### src/rtl/b64d_pkg.sv
// Shared types and constants for the base64 stream decoder.
package b64d_pkg;

    localparam int unsigned CHAR_W      = 8;
    localparam int unsigned SEXTET_W    = 6;
    localparam int unsigned BYTE_W      = 8;
    localparam int unsigned GROUP_BYTES = 3;
    localparam int unsigned COUNT_W     = 2;

    // One decoded group, bytes packed from index 0 up; count is 1..3.
    typedef struct packed {
        logic [GROUP_BYTES-1:0][BYTE_W-1:0] bytes;
        logic [COUNT_W-1:0]                 count;
    } group_t;

endpackage

### src/rtl/b64d_in_if.sv
// Input channel: one encoded character per beat, with end-of-text flag.
interface b64d_in_if
    import b64d_pkg::*;
();
    logic              valid;
    logic              ready;
    logic [CHAR_W-1:0] in_char;
    logic              end_of_text;

    modport source (output valid, output in_char, output end_of_text, input ready);
    modport sink   (input valid, input in_char, input end_of_text, output ready);
endinterface

### src/rtl/b64d_out_if.sv
// Output channel: one decoded byte per beat, with last-of-item flag.
interface b64d_out_if
    import b64d_pkg::*;
();
    logic              valid;
    logic              ready;
    logic [BYTE_W-1:0] out_byte;
    logic              run_last;

    modport source (output valid, output out_byte, output run_last, input ready);
    modport sink   (input valid, input out_byte, input run_last, output ready);
endinterface

### src/rtl/b64d_group.sv
// Character decode, group assembly and group byte formation.
module b64d_group
    import b64d_pkg::*;
(
    input  logic           clk,
    input  logic           rst_n,
    b64d_in_if.sink        in_ch,
    input  logic           buf_free,
    output logic           grp_load,
    output group_t         grp
);

    localparam logic [CHAR_W-1:0] CH_UP_A  = 8'h41;
    localparam logic [CHAR_W-1:0] CH_UP_Z  = 8'h5a;
    localparam logic [CHAR_W-1:0] CH_LO_A  = 8'h61;
    localparam logic [CHAR_W-1:0] CH_LO_Z  = 8'h7a;
    localparam logic [CHAR_W-1:0] CH_DIG_0 = 8'h30;
    localparam logic [CHAR_W-1:0] CH_DIG_9 = 8'h39;
    localparam logic [CHAR_W-1:0] CH_PLUS  = 8'h2b;
    localparam logic [CHAR_W-1:0] CH_SLASH = 8'h2f;
    localparam logic [CHAR_W-1:0] CH_PAD   = 8'h3d;

    localparam logic [SEXTET_W-1:0] SX_LO_BASE  = 6'd26;
    localparam logic [SEXTET_W-1:0] SX_DIG_BASE = 6'd52;
    localparam logic [SEXTET_W-1:0] SX_PLUS     = 6'd62;
    localparam logic [SEXTET_W-1:0] SX_SLASH    = 6'd63;

    localparam logic [COUNT_W-1:0] CNT_FULL  = 2'd3;
    localparam logic [COUNT_W-1:0] CNT_THIRD = 2'd2;

    logic [2:0][SEXTET_W-1:0] held_reg, held_next;
    logic [COUNT_W-1:0]       count_reg, count_next;
    logic                     tpad_reg, tpad_next;

    logic                     kept;
    logic                     is_pad;
    logic [SEXTET_W-1:0]      sextet;
    logic [CHAR_W-1:0]        diff;
    logic                     complete;
    logic                     flush;
    logic                     emit;
    logic                     accept;
    logic [2:0][SEXTET_W-1:0] upd_held;
    logic [COUNT_W-1:0]       upd_count;
    logic                     upd_tpad;
    logic [SEXTET_W-1:0]      s1, s2, s3, s4;
    logic                     third_pad, fourth_pad;
    logic [BYTE_W-1:0]        b1, b2, b3;

    // Character to sextet map
    always_comb
    begin
        kept   = 1'b1;
        is_pad = (in_ch.in_char == CH_PAD);
        sextet = SX_SLASH;
        diff   = '0;
        if (in_ch.in_char >= CH_UP_A && in_ch.in_char <= CH_UP_Z)
        begin
            diff   = in_ch.in_char - CH_UP_A;
            sextet = diff[SEXTET_W-1:0];
        end
        else if (in_ch.in_char >= CH_LO_A && in_ch.in_char <= CH_LO_Z)
        begin
            diff   = in_ch.in_char - CH_LO_A;
            sextet = diff[SEXTET_W-1:0] + SX_LO_BASE;
        end
        else if (in_ch.in_char >= CH_DIG_0 && in_ch.in_char <= CH_DIG_9)
        begin
            diff   = in_ch.in_char - CH_DIG_0;
            sextet = diff[SEXTET_W-1:0] + SX_DIG_BASE;
        end
        else if (in_ch.in_char == CH_PLUS)
        begin
            sextet = SX_PLUS;
        end
        else if (in_ch.in_char == CH_SLASH || is_pad)
        begin
            sextet = SX_SLASH;
        end
        else
        begin
            kept = 1'b0;
        end
    end

    // Group update and emit decision
    always_comb
    begin
        complete  = kept && (count_reg == CNT_FULL);
        upd_held  = held_reg;
        upd_count = count_reg;
        upd_tpad  = tpad_reg;
        if (kept && !complete)
        begin
            upd_held[count_reg] = sextet;
            if (count_reg == CNT_THIRD)
            begin
                upd_tpad = is_pad;
            end
            upd_count = count_reg + 2'd1;
        end
        flush = !complete && in_ch.end_of_text && (upd_count != '0);
        emit  = complete || flush;

        if (complete)
        begin
            s1 = held_reg[0];
            s2 = held_reg[1];
            s3 = held_reg[2];
            s4 = sextet;
            third_pad  = tpad_reg;
            fourth_pad = is_pad;
        end
        else
        begin
            // short group: missing slots are already zero ('A')
            s1 = upd_held[0];
            s2 = upd_held[1];
            s3 = upd_held[2];
            s4 = '0;
            third_pad  = upd_tpad;
            fourth_pad = 1'b0;
        end

        b1 = {s1, s2[5:4]};
        b2 = {s2[3:0], s3[5:2]};
        b3 = {s3[1:0], s4};

        grp.bytes[0] = b1;
        grp.bytes[1] = third_pad ? b3 : b2;
        grp.bytes[2] = b3;
        grp.count    = 2'd1 + {1'b0, !third_pad} + {1'b0, !fourth_pad};

        if (emit)
        begin
            held_next  = '0;
            count_next = '0;
            tpad_next  = 1'b0;
        end
        else
        begin
            held_next  = upd_held;
            count_next = upd_count;
            tpad_next  = upd_tpad;
        end
    end

    // Items that emit nothing never wait on the output side
    assign in_ch.ready = buf_free || !emit;
    assign accept      = in_ch.valid && in_ch.ready;
    assign grp_load    = accept && emit;

    always_ff @(posedge clk or negedge rst_n)
    begin
        if (!rst_n)
        begin
            held_reg  <= '0;
            count_reg <= '0;
            tpad_reg  <= 1'b0;
        end
        else if (accept)
        begin
            held_reg  <= held_next;
            count_reg <= count_next;
            tpad_reg  <= tpad_next;
        end
    end

endmodule

### src/rtl/b64d_serializer.sv
// Result register: holds one decoded group and sends it one byte per beat.
module b64d_serializer
    import b64d_pkg::*;
(
    input  logic           clk,
    input  logic           rst_n,
    input  logic           grp_load,
    input  group_t         grp,
    output logic           buf_free,
    b64d_out_if.source     out_ch
);

    logic [GROUP_BYTES-1:0][BYTE_W-1:0] bytes_reg;
    logic [COUNT_W-1:0]                 count_reg;
    logic [COUNT_W-1:0]                 idx_reg, idx_next;
    logic                               valid_reg;
    logic                               last_byte;

    assign last_byte = (idx_reg == count_reg - 2'd1);
    assign buf_free  = !valid_reg || (out_ch.ready && last_byte);
    assign idx_next  = idx_reg + 2'd1;

    always_comb
    begin
        case (idx_reg)
            2'd0:    out_ch.out_byte = bytes_reg[0];
            2'd1:    out_ch.out_byte = bytes_reg[1];
            default: out_ch.out_byte = bytes_reg[2];
        endcase
    end

    assign out_ch.valid    = valid_reg;
    assign out_ch.run_last = last_byte;

    always_ff @(posedge clk)
    begin
        if (grp_load)
        begin
            bytes_reg <= grp.bytes;
            count_reg <= grp.count;
        end
    end

    always_ff @(posedge clk or negedge rst_n)
    begin
        if (!rst_n)
        begin
            valid_reg <= 1'b0;
            idx_reg   <= '0;
        end
        else if (grp_load)
        begin
            valid_reg <= 1'b1;
            idx_reg   <= '0;
        end
        else if (valid_reg && out_ch.ready)
        begin
            if (last_byte)
            begin
                valid_reg <= 1'b0;
            end
            else
            begin
                idx_reg <= idx_next;
            end
        end
    end

endmodule

### src/rtl/base64_stream_decoder.sv
// Base64 stream decoder: one character per input beat, decoded bytes out.
// Characters outside A-Z, a-z, 0-9, '+', '/', '=' are dropped. Kept
// characters collect in groups of four; a full group, or a partial group
// closed by end_of_text (missing places taken as 'A'), yields one to three
// bytes: byte two is dropped when the third character is '=', byte three
// when the fourth is '='. run_last marks the final byte of the bytes caused
// by one input beat. An input beat is taken every cycle unless it would
// emit a group while the result register still holds bytes of the
// previous group; bytes leave at one per cycle unless the output stalls,
// so a full group of three bytes every four characters streams at one
// character per cycle. The first byte is valid in the cycle after its
// group is accepted. Control state resets asynchronously on rst_n low;
// the byte buffer of the result register has no reset and is always
// loaded before it is shown. No clearing pass is needed.
module base64_stream_decoder
    import b64d_pkg::*;
(
    input  logic        clk,
    input  logic        rst_n,
    b64d_in_if.sink     in_ch,
    b64d_out_if.source  out_ch
);

    // group assembly -> result register handoff
    logic   grp_load;
    logic   buf_free;
    group_t grp;

    // Decodes characters and forms groups of bytes.
    b64d_group u_group (
        .clk      (clk),
        .rst_n    (rst_n),
        .in_ch    (in_ch),
        .buf_free (buf_free),
        .grp_load (grp_load),
        .grp      (grp)
    );

    // Holds one group and sends its bytes, one per beat.
    b64d_serializer u_serializer (
        .clk      (clk),
        .rst_n    (rst_n),
        .grp_load (grp_load),
        .grp      (grp),
        .buf_free (buf_free),
        .out_ch   (out_ch)
    );

endmodule

### src/flat_wrapper.sv
// flat-port wrapper written by rule: the top's interface ports become plain ports
module base64_stream_decoder_flat import b64d_pkg::*;
  (clk, rst_n, in_ch_valid, in_ch_in_char, in_ch_end_of_text, in_ch_ready, out_ch_valid, out_ch_out_byte, out_ch_run_last, out_ch_ready);
  b64d_in_if in_ch_i ();
  b64d_out_if out_ch_i ();
  input  logic clk;
  input  logic rst_n;
  input wire logic [$bits(in_ch_i.valid)-1:0] in_ch_valid;
  input wire logic [$bits(in_ch_i.in_char)-1:0] in_ch_in_char;
  input wire logic [$bits(in_ch_i.end_of_text)-1:0] in_ch_end_of_text;
  output wire logic [$bits(in_ch_i.ready)-1:0] in_ch_ready;
  output wire logic [$bits(out_ch_i.valid)-1:0] out_ch_valid;
  output wire logic [$bits(out_ch_i.out_byte)-1:0] out_ch_out_byte;
  output wire logic [$bits(out_ch_i.run_last)-1:0] out_ch_run_last;
  input wire logic [$bits(out_ch_i.ready)-1:0] out_ch_ready;
  assign in_ch_i.valid = in_ch_valid;
  assign in_ch_i.in_char = in_ch_in_char;
  assign in_ch_i.end_of_text = in_ch_end_of_text;
  assign in_ch_ready = in_ch_i.ready;
  assign out_ch_valid = out_ch_i.valid;
  assign out_ch_out_byte = out_ch_i.out_byte;
  assign out_ch_run_last = out_ch_i.run_last;
  assign out_ch_i.ready = out_ch_ready;
  base64_stream_decoder u_core (.clk(clk), .rst_n(rst_n), .in_ch(in_ch_i), .out_ch(out_ch_i));
endmodule
### config.mk
export PLATFORM = sky130hd
export DESIGN_NAME = base64_stream_decoder_flat
export DESIGN_NICKNAME = d
export VERILOG_FILES = /design/src/rtl/b64d_pkg.sv /design/src/rtl/b64d_in_if.sv /design/src/rtl/b64d_out_if.sv /design/src/rtl/b64d_group.sv /design/src/rtl/b64d_serializer.sv /design/src/rtl/base64_stream_decoder.sv /design/src/flat_wrapper.sv
export SDC_FILE = /design/constraint.sdc
export NUM_CORES = 1
export LEC_CHECK = 0
export ABC_AREA = 1
export BUFFER_PORTS_ARGS = -buffer_cell sky130_fd_sc_hd__buf_2
export CORE_UTILIZATION = 25
export CTS_CLUSTER_DIAMETER = 40
export DETAILED_ROUTE_END_ITERATION = 8
export GPL_TIMING_DRIVEN = 0
export HOLD_SLACK_MARGIN = 0.1
export PLACE_DENSITY = 0.44
export RECOVER_POWER = 50
export SYNTH_ARGS = -nofsm -noshare
export SYNTH_HDL_FRONTEND = slang
export SYNTH_SLANG_ARGS = --single-unit
### constraint.sdc
create_clock -name clk -period 3.7 [get_ports clk]
set_input_delay 0.555 -clock clk [delete_from_list [all_inputs] [get_ports clk]]
set_output_delay 0.555 -clock clk [all_outputs]
set_load 0.1 [all_outputs]
==> out/qor.txt <==
status -> complete, no violations
number of I/O port buffers -> 23
critical path fanouts, max -> 9
Max Cap Viol -> 0
synthesized area -> 3250 sq um
Seq cells post-synth -> 50
Max Freq -> 294 MHz
Post-route DRC -> 0
Slew Limit Fails -> 0
CTS max path bufs -> 2
max FFs per register -> 24
setup TNS -> 0 ps
Tcrit/Tclk final -> 0.918
Vias -> 2587
Yosys top cell by area -> edfxtp_1
TritonCTS buffer count -> 5
die width -> 116 um
htree depth -> 2
Internal -> 1.41 mW
antenna violations before repair -> 0
Crit Path Class -> input pin to output pin
switching power -> 1.56 mW
Setup WS post-layout -> 303 ps
Net Sw Frac -> 0.526
Final setup viols -> 0
number of synthesized flops with an enable pin -> 26
Pleak -> 1.78 nW
CP endpoint kind -> output pin
Seq pwr share -> 0.302
commonest non-fill, non-tap cell in the layout -> nand2_1
Slew HR -> 0.0306
DIE AREA -> 13500 sq um
syn_nets -> 432
Power Dens Cells -> 809 nW/um^2
Iter 0 DRT Violations -> 117
startpoint type of the worst setup path -> input pin
total grt overflow -> 0
Cells after Synth -> 404
vias per inst -> 4.26
maximum VDD drop -> 0.000227 V
Synth cell types -> 34
synth top area cells -> edfxtp_1 24%, dfrtp_1 18%, nand2_1 13%, ha_1 5.8%, inv_1 5.5%
Min Clock Period, post-route -> 3400 ps
critical path's slowest cell -> buf_2
dominant synthesized flop cell -> edfxtp_1
Final Hold Vio Count -> 0
asr flop ratio synth -> 0.480
Critical Path AT -> 2840 ps
WL/cell -> 12.7 um
CP Cell Sequence -> buf_2 -> inv_1 -> ha_1 -> nand2_1 -> nor2_1 -> nor2_1 -> nand2_2 -> nand2_1 -> inv_4 -> nand2_8 -> nand2_8 -> nand2_2 -> nand2_2 -> nand2_4 -> nand2_4 -> nand2_8 -> nand2_8 -> buf_2
Chip Height -> 116 um
antenna cells -> 0
largest net degree at the start of global routing -> 27
Largest stage delay, worst path -> 430 ps
Starting Density -> 0.257
RSZ-0062 raised after global routing -> no
CTS tree -> built
clk slew on worst S/H paths -> 70 ps
Clk pwr share -> 0.158
postcts setup bufs -> 0
First-pass DRT Iterations -> 4
IO Pins -> 24
synthesized area per cell -> 8.04 sq um
Clk Latency, worst-skew pair -> 290 ps
num rows -> 41
synthesis-to-layout area growth -> 12.9%
root buffer cell -> clkbuf_16
number of hold buffers added after cts -> 0
nets -> 462
share of layout cells above drive strength 1 -> 0.145
slew at the pin with the worst max-slew slack -> 1450 ps
pre-CTS setup slack -> 69.5 ps
clk_skew -> 4.93 ps
Total Routed Length -> 7690 um
path type of the worst min-delay path -> flop to flop
number of gates resized after CTS -> 0
post-detailed-route count of antenna-violating nets -> 0
YS warnings -> 0
first-pass GRT wire length -> 12700 um
most used cell, CP -> nand2_8
Global Route Usage Sum -> 0.124
most frequent cells in the layout -> 113 x nand2_1, 48 x inv_1, 34 x nor2_1
Post-DP HPWL -> 5750 um
# fillers -> 1395
register area share after synthesis -> 0.425
Combinational Power Share -> 0.540
core area -> 12600 sq um
Synth top area share -> 0.240
CTS sink cnt -> 50
Critical Path RT -> 3140 ps
Placer Congestion -> 0.817
vias in the first global route -> 2482
==> cell families (layout without fill, tap and decap cells) <==
kind of cell | count (synthesis) | in the layout | synth area share
AND/OR/NAND/NOR | 209 | 209 | 0.309
buffers and inverters | 63 | 94 | 0.0805
multiplexers | 4 | 4 | 0.0123
XOR/XNOR | 5 | 5 | 0.0135
AO/OA/AOI/OAI | 58 | 58 | 0.102
flip-flops | 50 | 50 | 0.425
adder cells (fa/ha/maj) | 15 | 15 | 0.0578
==> per-layer routing <==
layer  vias up  part of all wire  GRT usage
li1       1357                 -          -
met2        56              0.45      0.201
met5         -                 0          0
met1      1161              0.48      0.166
met4         0             0.023     0.0521
met3        13             0.041     0.0183
==> synthesized netlist by cell type (4+ instances only) <==
| cell | instances |
|---|---|
| o21ai_0 | 28 |
| inv_2 | 4 |
| mux2i_1 | 4 |
| nand2_1 | 110 |
| nand2_4 | 4 |
| clkbuf_1 | 4 |
| edfxtp_1 | 26 |
| a21oi_1 | 15 |
| nand2_8 | 4 |
| xor2_1 | 4 |
| ha_1 | 15 |
| a22oi_1 | 8 |
| nand2_2 | 17 |
| nand3_1 | 30 |
| inv_1 | 48 |
| dfrtp_1 | 24 |
| nor2_1 | 32 |
==> worst paths after layout <==
check | startpoint | to | slack (ps) | cells after the start
max | in_ch_in_char[0] | in_ch_ready | 300 | 18
min | u_core.u_group.held_reg[0] | u_core.u_group.held_reg[0] | 480 | 2
max reg2reg | u_core.u_group.count_reg[0] | u_core.u_serializer.bytes_reg[5] | 1080 | 10
min reg2reg | u_core.u_group.held_reg[0] | u_core.u_group.held_reg[0] | 480 | 2
max in group asynchronous | rst_n | u_core.u_group.held_reg[3] | 2250 | 1
min in group asynchronous | rst_n | u_core.u_group.held_reg[8] | 590 | 1
==> area by class of cell <==
cell class                 instances  area [sq um]  area share
multi-input combinational        291          1570       0.427
sequential                        50          1380       0.377
tap                              172           215      0.0587
inverter                          54           205      0.0560
clock buffer                       5           125      0.0341
timing repair buffer              23           111      0.0304
buffer                             9          42.5      0.0116
clock inverter                     3          21.3     0.00580
==> per-stage QoR <==
step / area (sq um) / util / std cells / power, mW / hold WS, ps
floorplan: 3250 / - / 404 / 2.23 / 259
finish: 3670 / 0.291 / 607 / 2.97 / 477
detailed placement: 3580 / 0.284 / 599 / 2.56 / 454
global route: 3670 / 0.291 / 607 / 3.18 / 501
CTS: 3720 / 0.295 / 607 / 3.03 / 289
global placement: 3580 / 0.284 / 599 / 2.54 / 452
==> power groups by stage <==
stage / logic (mW) / registers (mW) / clock network [mW]
after global placement: 1.64 / 0.903 / 0
after global routing: 1.76 / 0.917 / 0.508
after floorplan: 1.31 / 0.924 / 0
after CTS: 1.65 / 0.898 / 0.483
final: 1.60 / 0.897 / 0.469
after detailed placement: 1.65 / 0.908 / 0
==> worst max-delay path, delay by kind of cell <==
| kind | cells | cell delay [ps] |
|---|---|---|
| and+or+nand+nor | 13 | 1210 |
| buffers and inverters | 4 | 850 |
| adders and majority gates | 1 | 230 |
(Power assumes the default switching activity.)
